[config.mk]
export PLATFORM = sky130hd
export DESIGN_NAME = sprite_animation_stepper_top
export DESIGN_NICKNAME = d
export VERILOG_FILES = /design/src/sv/spranim_pkg.sv /design/src/sv/sprite_animation_stepper_top.sv
export SDC_FILE = /design/constraint.sdc
export NUM_CORES = 1
export LEC_CHECK = 0
export BUFFER_PORTS_ARGS = -buffer_cell sky130_fd_sc_hd__buf_2
export CAP_MARGIN = 20
export CELL_PAD_IN_SITES_DETAIL_PLACEMENT = 0
export CELL_PAD_IN_SITES_GLOBAL_PLACEMENT = 1
export CORE_ASPECT_RATIO = 0.8
export CORE_MARGIN = 4
export CORE_UTILIZATION = 40
export DETAILED_ROUTE_END_ITERATION = 12
export PLACE_DENSITY = 0.75
export SETUP_SLACK_MARGIN = 0.15
export SLEW_MARGIN = 20
export SYNTH_ARGS = -nofsm -noshare
export SYNTH_HDL_FRONTEND = slang
export SYNTH_SLANG_ARGS = --single-unit
[constraint.sdc]
create_clock -name clk -period 7.95 [get_ports clk]
set_clock_uncertainty 0.2 [all_clocks]
set_input_delay 0.795 -clock clk [delete_from_list [all_inputs] [get_ports clk]]
set_output_delay 0.795 -clock clk [all_outputs]
set_load 0.005 [all_outputs]
[src/sv/spranim_pkg.sv]
// shared constants for the sprite animation stepper
package spranim_pkg;

	// configuration port widths
	localparam int CFG_IDX_W  = 3;
	localparam int CFG_DATA_W = 10;

	// configuration register indexes
	localparam logic [CFG_IDX_W-1:0] REG_FRAME_WIDTH  = 3'd0;
	localparam logic [CFG_IDX_W-1:0] REG_FRAME_HEIGHT = 3'd1;
	localparam logic [CFG_IDX_W-1:0] REG_ZOOM         = 3'd2;
	localparam logic [CFG_IDX_W-1:0] REG_FRAME_COUNT  = 3'd3;
	localparam logic [CFG_IDX_W-1:0] REG_TARGET_RATE  = 3'd4;
	localparam logic [CFG_IDX_W-1:0] REG_MODE_FLAGS   = 3'd5;

	// mode flag bit positions
	localparam int FLAG_ANIM     = 0;
	localparam int FLAG_MULTI    = 1;
	localparam int FLAG_PLAY     = 2;
	localparam int FLAG_PINGPONG = 3;

	// field widths
	localparam int DIM_W   = 10;
	localparam int ZOOM_W  = 4;
	localparam int FRAME_W = 7;
	localparam int RATE_W  = 10;
	localparam int SRC_W   = 17;
	localparam int DST_W   = 14;

	// shared multiplier steps
	localparam logic [1:0] MUL_DST_W = 2'd0;
	localparam logic [1:0] MUL_DST_H = 2'd1;
	localparam logic [1:0] MUL_SRC_X = 2'd2;
	localparam logic [1:0] MUL_SRC_Y = 2'd3;

	// divider steps, one quotient bit each
	localparam int DIV_STEPS  = RATE_W;
	localparam int DIV_CNT_W  = $clog2(DIV_STEPS);

endpackage

[src/sv/sprite_animation_stepper_top.sv]
// sprite animation stepper: rectangles per display tick and frame prescaler
//
//  channel | handshake          | payload
//  --------+--------------------+--------------------------------------------
//  in      | in_valid/in_stall  | pos_x, pos_y, row_select, display_rate
//  out     | out_valid/out_stall| src_x/y/w/h, dst_x/y/w/h, shown_frame
//  cfg     | cfg_valid/cfg_ready| cfg_index, cfg_data (ready always high)
//
// the result is registered after four passes through one shared 10x7
// multiplier and, when the prescaler reloads, ten steps of a restoring
// divider for display_rate / target_rate; the next tick is taken once
// the result has been written.
// in_stall stays high from accept until the result is written to the output
// register; a stalled result holds and blocks only the final write.
module sprite_animation_stepper_top (
	input  logic                                   clk,
	input  logic                                   arst_n,
	input  logic                                   in_valid,
	output logic                                   in_stall,
	input  logic signed [15:0]                     pos_x,
	input  logic signed [15:0]                     pos_y,
	input  logic [spranim_pkg::FRAME_W-1:0]        row_select,
	input  logic [spranim_pkg::RATE_W-1:0]         display_rate,
	output logic                                   out_valid,
	input  logic                                   out_stall,
	output logic [spranim_pkg::SRC_W-1:0]          src_x,
	output logic [spranim_pkg::SRC_W-1:0]          src_y,
	output logic [spranim_pkg::DIM_W-1:0]          src_w,
	output logic [spranim_pkg::DIM_W-1:0]          src_h,
	output logic signed [16:0]                     dst_x,
	output logic signed [16:0]                     dst_y,
	output logic [spranim_pkg::DST_W-1:0]          dst_w,
	output logic [spranim_pkg::DST_W-1:0]          dst_h,
	output logic [spranim_pkg::FRAME_W-1:0]        shown_frame,
	input  logic                                   cfg_valid,
	output logic                                   cfg_ready,
	input  logic [spranim_pkg::CFG_IDX_W-1:0]      cfg_index,
	input  logic [spranim_pkg::CFG_DATA_W-1:0]     cfg_data
);
	import spranim_pkg::*;

	typedef enum logic [1:0] {ST_IDLE, ST_MUL, ST_DIV, ST_DONE} state_t;

	state_t                state_q;
	logic [1:0]            mstep_q;
	logic [DIV_CNT_W-1:0]  dstep_q;

	// configuration registers
	logic [DIM_W-1:0]    fw_q, fh_q;
	logic [ZOOM_W-1:0]   zoom_q;
	logic [FRAME_W-1:0]  fcount_q, trate_q;
	logic [3:0]          mode_q;

	// frame state
	logic [FRAME_W-1:0]  cur_frame_q;
	logic                back_q;
	logic [RATE_W-1:0]   skip_q;

	// latched tick and partial results
	logic signed [15:0]  cx_q, cy_q;
	logic [FRAME_W-1:0]  row_q;
	logic [DST_W-1:0]    dw_q, dh_q;
	logic [SRC_W-1:0]    sx_q, sy_q;
	logic [FRAME_W-1:0]  rem_q;
	logic [RATE_W-1:0]   quo_q;
	logic                out_valid_q;

	logic                anim, play_step, reload;
	logic [DIM_W-1:0]    mul_a;
	logic [FRAME_W-1:0]  mul_b;
	logic [SRC_W-1:0]    mul_p;
	logic [FRAME_W-1:0]  divisor;
	logic [FRAME_W:0]    shifted;
	logic                fits;
	logic [FRAME_W-1:0]  fc_eff;
	logic signed [8:0]   n_step, n_next;
	logic                back_next;
	logic                out_free;
	logic signed [16:0]  dx_c, dy_c;

	assign anim      = mode_q[FLAG_ANIM];
	assign play_step = mode_q[FLAG_ANIM] & mode_q[FLAG_PLAY];
	assign reload    = play_step && (skip_q == '0);
	assign out_free  = !out_valid_q || !out_stall;
	assign in_stall  = (state_q != ST_IDLE);
	assign cfg_ready = 1'b1;

	// shared multiplier operand select
	always_comb begin
		case (mstep_q)
			MUL_DST_W: begin
				mul_a = fw_q;
				mul_b = {{(FRAME_W-ZOOM_W){1'b0}}, zoom_q};
			end
			MUL_DST_H: begin
				mul_a = fh_q;
				mul_b = {{(FRAME_W-ZOOM_W){1'b0}}, zoom_q};
			end
			MUL_SRC_X: begin
				mul_a = fw_q;
				mul_b = row_q;
			end
			default: begin
				mul_a = fh_q;
				mul_b = cur_frame_q;
			end
		endcase
		mul_p = SRC_W'(mul_a) * SRC_W'(mul_b);
	end

	// divider trial subtract, zero target rate counts as one
	always_comb begin
		divisor = (trate_q == '0) ? FRAME_W'(1) : trate_q;
		shifted = {rem_q, quo_q[RATE_W-1]};
		fits    = (shifted >= {1'b0, divisor});
	end

	// next frame with wrap-around or ping-pong end rules
	always_comb begin
		fc_eff    = (fcount_q == '0) ? FRAME_W'(1) : fcount_q;
		n_step    = back_q ? ($signed({2'b00, cur_frame_q}) - 9'sd1)
		                   : ($signed({2'b00, cur_frame_q}) + 9'sd1);
		n_next    = n_step;
		back_next = back_q;
		if (n_step >= $signed({2'b00, fc_eff})) begin
			if (mode_q[FLAG_PINGPONG] && fc_eff >= FRAME_W'(2)) begin
				back_next = 1'b1;
				n_next    = $signed({2'b00, fc_eff}) - 9'sd2;
			end else begin
				if (mode_q[FLAG_PINGPONG])
					back_next = 1'b0;
				n_next = '0;
			end
		end else if (n_step < 9'sd0) begin
			if (mode_q[FLAG_PINGPONG]) begin
				back_next = 1'b0;
				n_next    = (fc_eff >= FRAME_W'(2)) ? 9'sd1 : 9'sd0;
			end else begin
				n_next = $signed({2'b00, fc_eff}) - 9'sd1;
			end
		end
	end

	// destination corner, center minus half the scaled size
	assign dx_c = $signed({cx_q[15], cx_q}) - $signed({4'b0000, dw_q[DST_W-1:1]});
	assign dy_c = $signed({cy_q[15], cy_q}) - $signed({4'b0000, dh_q[DST_W-1:1]});

	// sequencer, configuration, frame state and output register
	always_ff @(posedge clk or negedge arst_n) begin
		if (!arst_n) begin
			state_q     <= ST_IDLE;
			mstep_q     <= '0;
			dstep_q     <= '0;
			fw_q        <= '0;
			fh_q        <= '0;
			zoom_q      <= ZOOM_W'(1);
			fcount_q    <= FRAME_W'(1);
			trate_q     <= FRAME_W'(1);
			mode_q      <= '0;
			cur_frame_q <= '0;
			back_q      <= 1'b0;
			skip_q      <= '0;
			cx_q        <= '0;
			cy_q        <= '0;
			row_q       <= '0;
			dw_q        <= '0;
			dh_q        <= '0;
			sx_q        <= '0;
			sy_q        <= '0;
			rem_q       <= '0;
			quo_q       <= '0;
			out_valid_q <= 1'b0;
			src_x       <= '0;
			src_y       <= '0;
			src_w       <= '0;
			src_h       <= '0;
			dst_x       <= '0;
			dst_y       <= '0;
			dst_w       <= '0;
			dst_h       <= '0;
			shown_frame <= '0;
		end else begin
			// config beat
			if (cfg_valid) begin
				case (cfg_index)
					REG_FRAME_WIDTH:  fw_q     <= cfg_data;
					REG_FRAME_HEIGHT: fh_q     <= cfg_data;
					REG_ZOOM:         zoom_q   <= cfg_data[ZOOM_W-1:0];
					REG_FRAME_COUNT:  fcount_q <= cfg_data[FRAME_W-1:0];
					REG_TARGET_RATE:  trate_q  <= cfg_data[FRAME_W-1:0];
					REG_MODE_FLAGS:   mode_q   <= cfg_data[3:0];
					default: ;
				endcase
			end

			// result taken downstream
			if (out_valid_q && !out_stall && state_q != ST_DONE)
				out_valid_q <= 1'b0;

			case (state_q)
				ST_IDLE: begin
					if (in_valid) begin
						cx_q    <= pos_x;
						cy_q    <= pos_y;
						row_q   <= row_select;
						quo_q   <= display_rate;
						rem_q   <= '0;
						mstep_q <= MUL_DST_W;
						state_q <= ST_MUL;
					end
				end
				ST_MUL: begin
					case (mstep_q)
						MUL_DST_W: dw_q <= mul_p[DST_W-1:0];
						MUL_DST_H: dh_q <= mul_p[DST_W-1:0];
						MUL_SRC_X: sx_q <= mul_p;
						default:   sy_q <= mul_p;
					endcase
					mstep_q <= mstep_q + 2'd1;
					if (mstep_q == MUL_SRC_Y) begin
						dstep_q <= '0;
						state_q <= reload ? ST_DIV : ST_DONE;
					end
				end
				ST_DIV: begin
					if (fits) begin
						rem_q <= FRAME_W'(shifted - {1'b0, divisor});
						quo_q <= {quo_q[RATE_W-2:0], 1'b1};
					end else begin
						rem_q <= shifted[FRAME_W-1:0];
						quo_q <= {quo_q[RATE_W-2:0], 1'b0};
					end
					dstep_q <= dstep_q + DIV_CNT_W'(1);
					if (dstep_q == DIV_CNT_W'(DIV_STEPS - 1))
						state_q <= ST_DONE;
				end
				ST_DONE: begin
					if (out_free) begin
						src_x       <= (anim && mode_q[FLAG_MULTI]) ? sx_q : '0;
						src_y       <= anim ? sy_q : '0;
						src_w       <= fw_q;
						src_h       <= fh_q;
						dst_x       <= dx_c;
						dst_y       <= dy_c;
						dst_w       <= dw_q;
						dst_h       <= dh_q;
						shown_frame <= anim ? cur_frame_q : '0;
						out_valid_q <= 1'b1;
						// prescaler and frame step
						if (play_step) begin
							if (skip_q == '0) begin
								skip_q      <= quo_q;
								cur_frame_q <= n_next[FRAME_W-1:0];
								back_q      <= back_next;
							end else begin
								skip_q <= skip_q - RATE_W'(1);
							end
						end
						state_q <= ST_IDLE;
					end
				end
				default: state_q <= ST_IDLE;
			endcase
		end
	end

	assign out_valid = out_valid_q;

	// no tick accepted while the sequencer is busy
	a_busy_stalls: assert property (@(posedge clk) disable iff (!arst_n)
		(state_q != ST_IDLE) |-> in_stall)
		else $error("input not stalled while busy");

	// divider never runs past its last step
	a_div_bound: assert property (@(posedge clk) disable iff (!arst_n)
		(state_q == ST_DIV) |-> (dstep_q <= DIV_CNT_W'(DIV_STEPS - 1)))
		else $error("divider step out of range");

	// frame state holds unless animated and playing
	a_frame_hold: assert property (@(posedge clk) disable iff (!arst_n)
		!play_step |=> ($stable(cur_frame_q) && $stable(back_q) && $stable(skip_q)))
		else $error("frame state moved while not playing");

	// a result is only written from the final state
	a_out_from_done: assert property (@(posedge clk) disable iff (!arst_n)
		(!out_valid_q && state_q != ST_DONE) |=> !out_valid_q)
		else $error("result appeared outside the final state");

endmodule

==> out/results.tsv <==
metric	value	unit
r2r-start	mstep_q[0]	
critical_path_class	reg2reg	
synth.avg_cell_area	9.96	um2
initial_utilization	40.8	%
overflow	0	
cp_common_cell	fa_1	
relSlewSlack	29.5	%
fin_nets	2052	
maxCapViolations	0	
outcome	finished clean	
cts_setup_buffers	0	
fin_util	47.2	%
gp_congestion	0.848	
drive_gt1_share	21.2	%
start_kind	register	
clock_tree.buffer_depth	3	
core	0.0410	mm2
rsz0062_at_grt	no	
powerDensity	463	mW/mm2
period_needed	6.37	ns
cts_tree	built	
row_count	66	
fin_setup_tns	0	ns
cpPeakStageDelay	0.65	ns
drt-initial-drc-count	853	
grt_max_degree	100	
synthArstFlopShare	100	%
grt_usage	19.6	%
dieArea	0.0451	mm2
syn_inst	1678	
grt_pass1_wl	71.1	mm
ys_seq_area_share	46.5	%
syn-num-nets	1878	
final_cells	2422	
drcViolationCount	0	
ys_warn_count	0	
path_max_fanout	12	
root_buffer	clkbuf_16	
avgViaCountPerCell	5.20	
finalPower	8.94	mW
vias	12600	
worstPathRequired	8.11	ns
pin_count	193	
routed_wl	44.2	mm
hp-class	in2async	
ys_types	73	
die_w	237	um
peakVddDrop	0.290	mV
critPathBufInv	4	
first_global_vias	12700	
numCtsBuffers	35	
insertion_delay	0.52	ns
hpwlAfterDp	32.1	mm
cts_max_level	2	
period_share	80.2	%
worstReg2RegEnd	sy_q[13]	
cts_resized	0	
hold_buffers	0	
dp.cells	2358	
synthFlopType	dfrtp_1	
synth_edf_count	0	
r2r_slack	1.58	ns
drv_slew	0	
synth_seq_cells	310	
p_leak	9.64	nW
numPortBuffers	191	
synth_area	0.0167	mm2
worstPathCellList	inv_1 > ha_1 > nor2_1 > buf_4 > mux2i_1 > nor2_1 > fa_1 > fa_1 > fa_1 > inv_1 > fa_1 > inv_1 > ha_1 > o21a_1 > o21a_1 > nand2_1 > o21ai_0 > a21boi_0 > xor2_1 > o21ai_0	
clock_sinks	310	
avgRoutedWirePerCell	18.3	um
r2r_cells	20	
crit_family	adder cells	
cp-end-kind	register	
finalHoldViolCount	0	
die_y	191	um
first_pass_iters	5	
area_delta_synth_final	15.6	%
drtAntennaViolNets	0	
antenna_found_initial	1	
fmax	0.157	GHz
finalSetupViolations	0	
slowest_stage	mux2i_1	
arrival	6.53	ns
cts.clk_slew.worst_paths	0.06	ns
tightest_slew	1.06	ns
==> stage by stage <==
| stage | hold WS, ns | area [um2] | setup slack, ns |
|---|---|---|---|
| 6_report | 0.0871 | 19300 | 1.58 |
| 3_5_place_dp | 0.253 | 18200 | 1.69 |
| 3_3_place_gp | 0.247 | 18200 | 1.96 |
| 5_1_grt | 0.118 | 19300 | 1.20 |
| 2_1_floorplan | 0.239 | 16700 | 1.99 |
| 4_1_cts | 0.101 | 19300 | 1.66 |
==> layout make-up <==
| cell class | instances | area, um2 |
|---|---|---|
| diodes | 1 | 2.50 |
| clock inverters | 15 | 129 |
| fillers | 3874 | 21600 |
| multi-input cells | 1192 | 8280 |
| repair buffers | 207 | 1110 |
| flip-flops and latches | 310 | 7760 |
| well taps | 544 | 681 |
| inverters | 106 | 398 |
| clock buffers | 47 | 961 |
==> cells in the mapped netlist, drive strengths merged (3+ instances only) <==
library cell    n  area (um2)
a21oi          44         224
nand2         317        1200
or2            11        68.8
o31a            3        26.3
nor2b          11        68.8
o21a           11        82.6
and2            6        37.5
dfstp           3        78.8
fa             42         841
a22o            5        43.8
a211oi          5        37.5
ha             91        1140
dfrtp         307        7680
nor4            3        18.8
nand4           3        18.8
clkbuf         55         208
mux2i          29         290
mux2          108        1220
nor3           24         125
and3            9        56.3
a32oi           6        52.6
buf            15        81.3
a31oi           9        56.3
nand3          59         300
nor2          101         395
inv           106         398
or4             3        26.3
o31ai          10        80.1
o311ai          3        26.3
a21o           13        97.6
or3             8        50.1
o21ai         135         676
a21boi          3        22.5
o211ai          8        60.1
a311oi          3        26.3
xnor2          36         315
nand2b         26         163
a221oi          4        35.0
xor2           14         123
==> cells in the final DEF (no fill, tap or decap), types with 35 or more instances in the layout <==
cell / instances
nand2_1: 314
dfrtp_1: 307
buf_2: 190
o21ai_0: 135
mux2_2: 108
inv_1: 106
nor2_1: 100
ha_1: 91
nand3_1: 58
a21oi_1: 43
fa_1: 42
xnor2_1: 36
clkbuf_16: 35
==> worst register-to-register path, stage by stage (launching register included) <==
cell and delay, ns:
dfrtp_1 0.42, inv_1 0.11, ha_1 0.32, nor2_1 0.17, buf_4 0.25, mux2i_1 0.65, nor2_1 0.17, fa_1 0.58
fa_1 0.44, fa_1 0.54, inv_1 0.05, fa_1 0.53, inv_1 0.04, ha_1 0.33, o21a_1 0.14, o21a_1 0.12
nand2_1 0.05, o21ai_0 0.40, a21boi_0 0.23, xor2_1 0.33, o21ai_0 0.14
==> logic make-up (layout without fill, tap and decap cells) <==
family,count (synthesis),in the layout,synth area share (%)
AO/OA/AOI/OAI,280,280,10.3
other,1,2,0.0224
multiplexers,137,137,9.02
buffers and inverters,176,375,4.11
AND/OR/NAND/NOR,591,591,15.7
flip-flops,310,310,46.5
XOR/XNOR,50,50,2.62
adder cells (fa/ha/maj),133,133,11.8
==> registers in the layout, summed over array words and instances (netlist names), 16 cells and up <==
register,count
cx_q,16
cy_q,16
src_y,17
dst_x,17
sy_q,17
sx_q,17
dst_y,17
src_x,17
==> per-layer routing <==
layer  vias up  track usage [%]  share of wire [%]
met4         0             4.44                2.0
met2       312             29.1                 43
met1      6189             29.9                 49
met3        59             3.43                5.7
li1       6033                -                  -
met5         -                0                  0
==> worst max path at each step <==
stage / depth (start not counted) / end / startpoint
2_1_floorplan: 21 / sx_q[14] / mstep_q[0]
5_1_grt: 20 / sx_q[11] / mstep_q[0]
3_5_place_dp: 22 / sy_q[13] / mstep_q[0]
3_3_place_gp: 18 / sx_q[12] / mstep_q[0]
6_report: 20 / sy_q[13] / mstep_q[0]
4_1_cts: 21 / sx_q[12] / mstep_q[0]
==> power by group <==
| group | internal, mW | leakage (nW) | switching (mW) |
|---|---|---|---|
| sequential | 2.20 | 3.92 | 0.455 |
| clock | 0.890 | 0.519 | 0.663 |
| combinational | 1.87 | 5.21 | 2.87 |
Note: power is estimated with default switching activity, not from simulation.
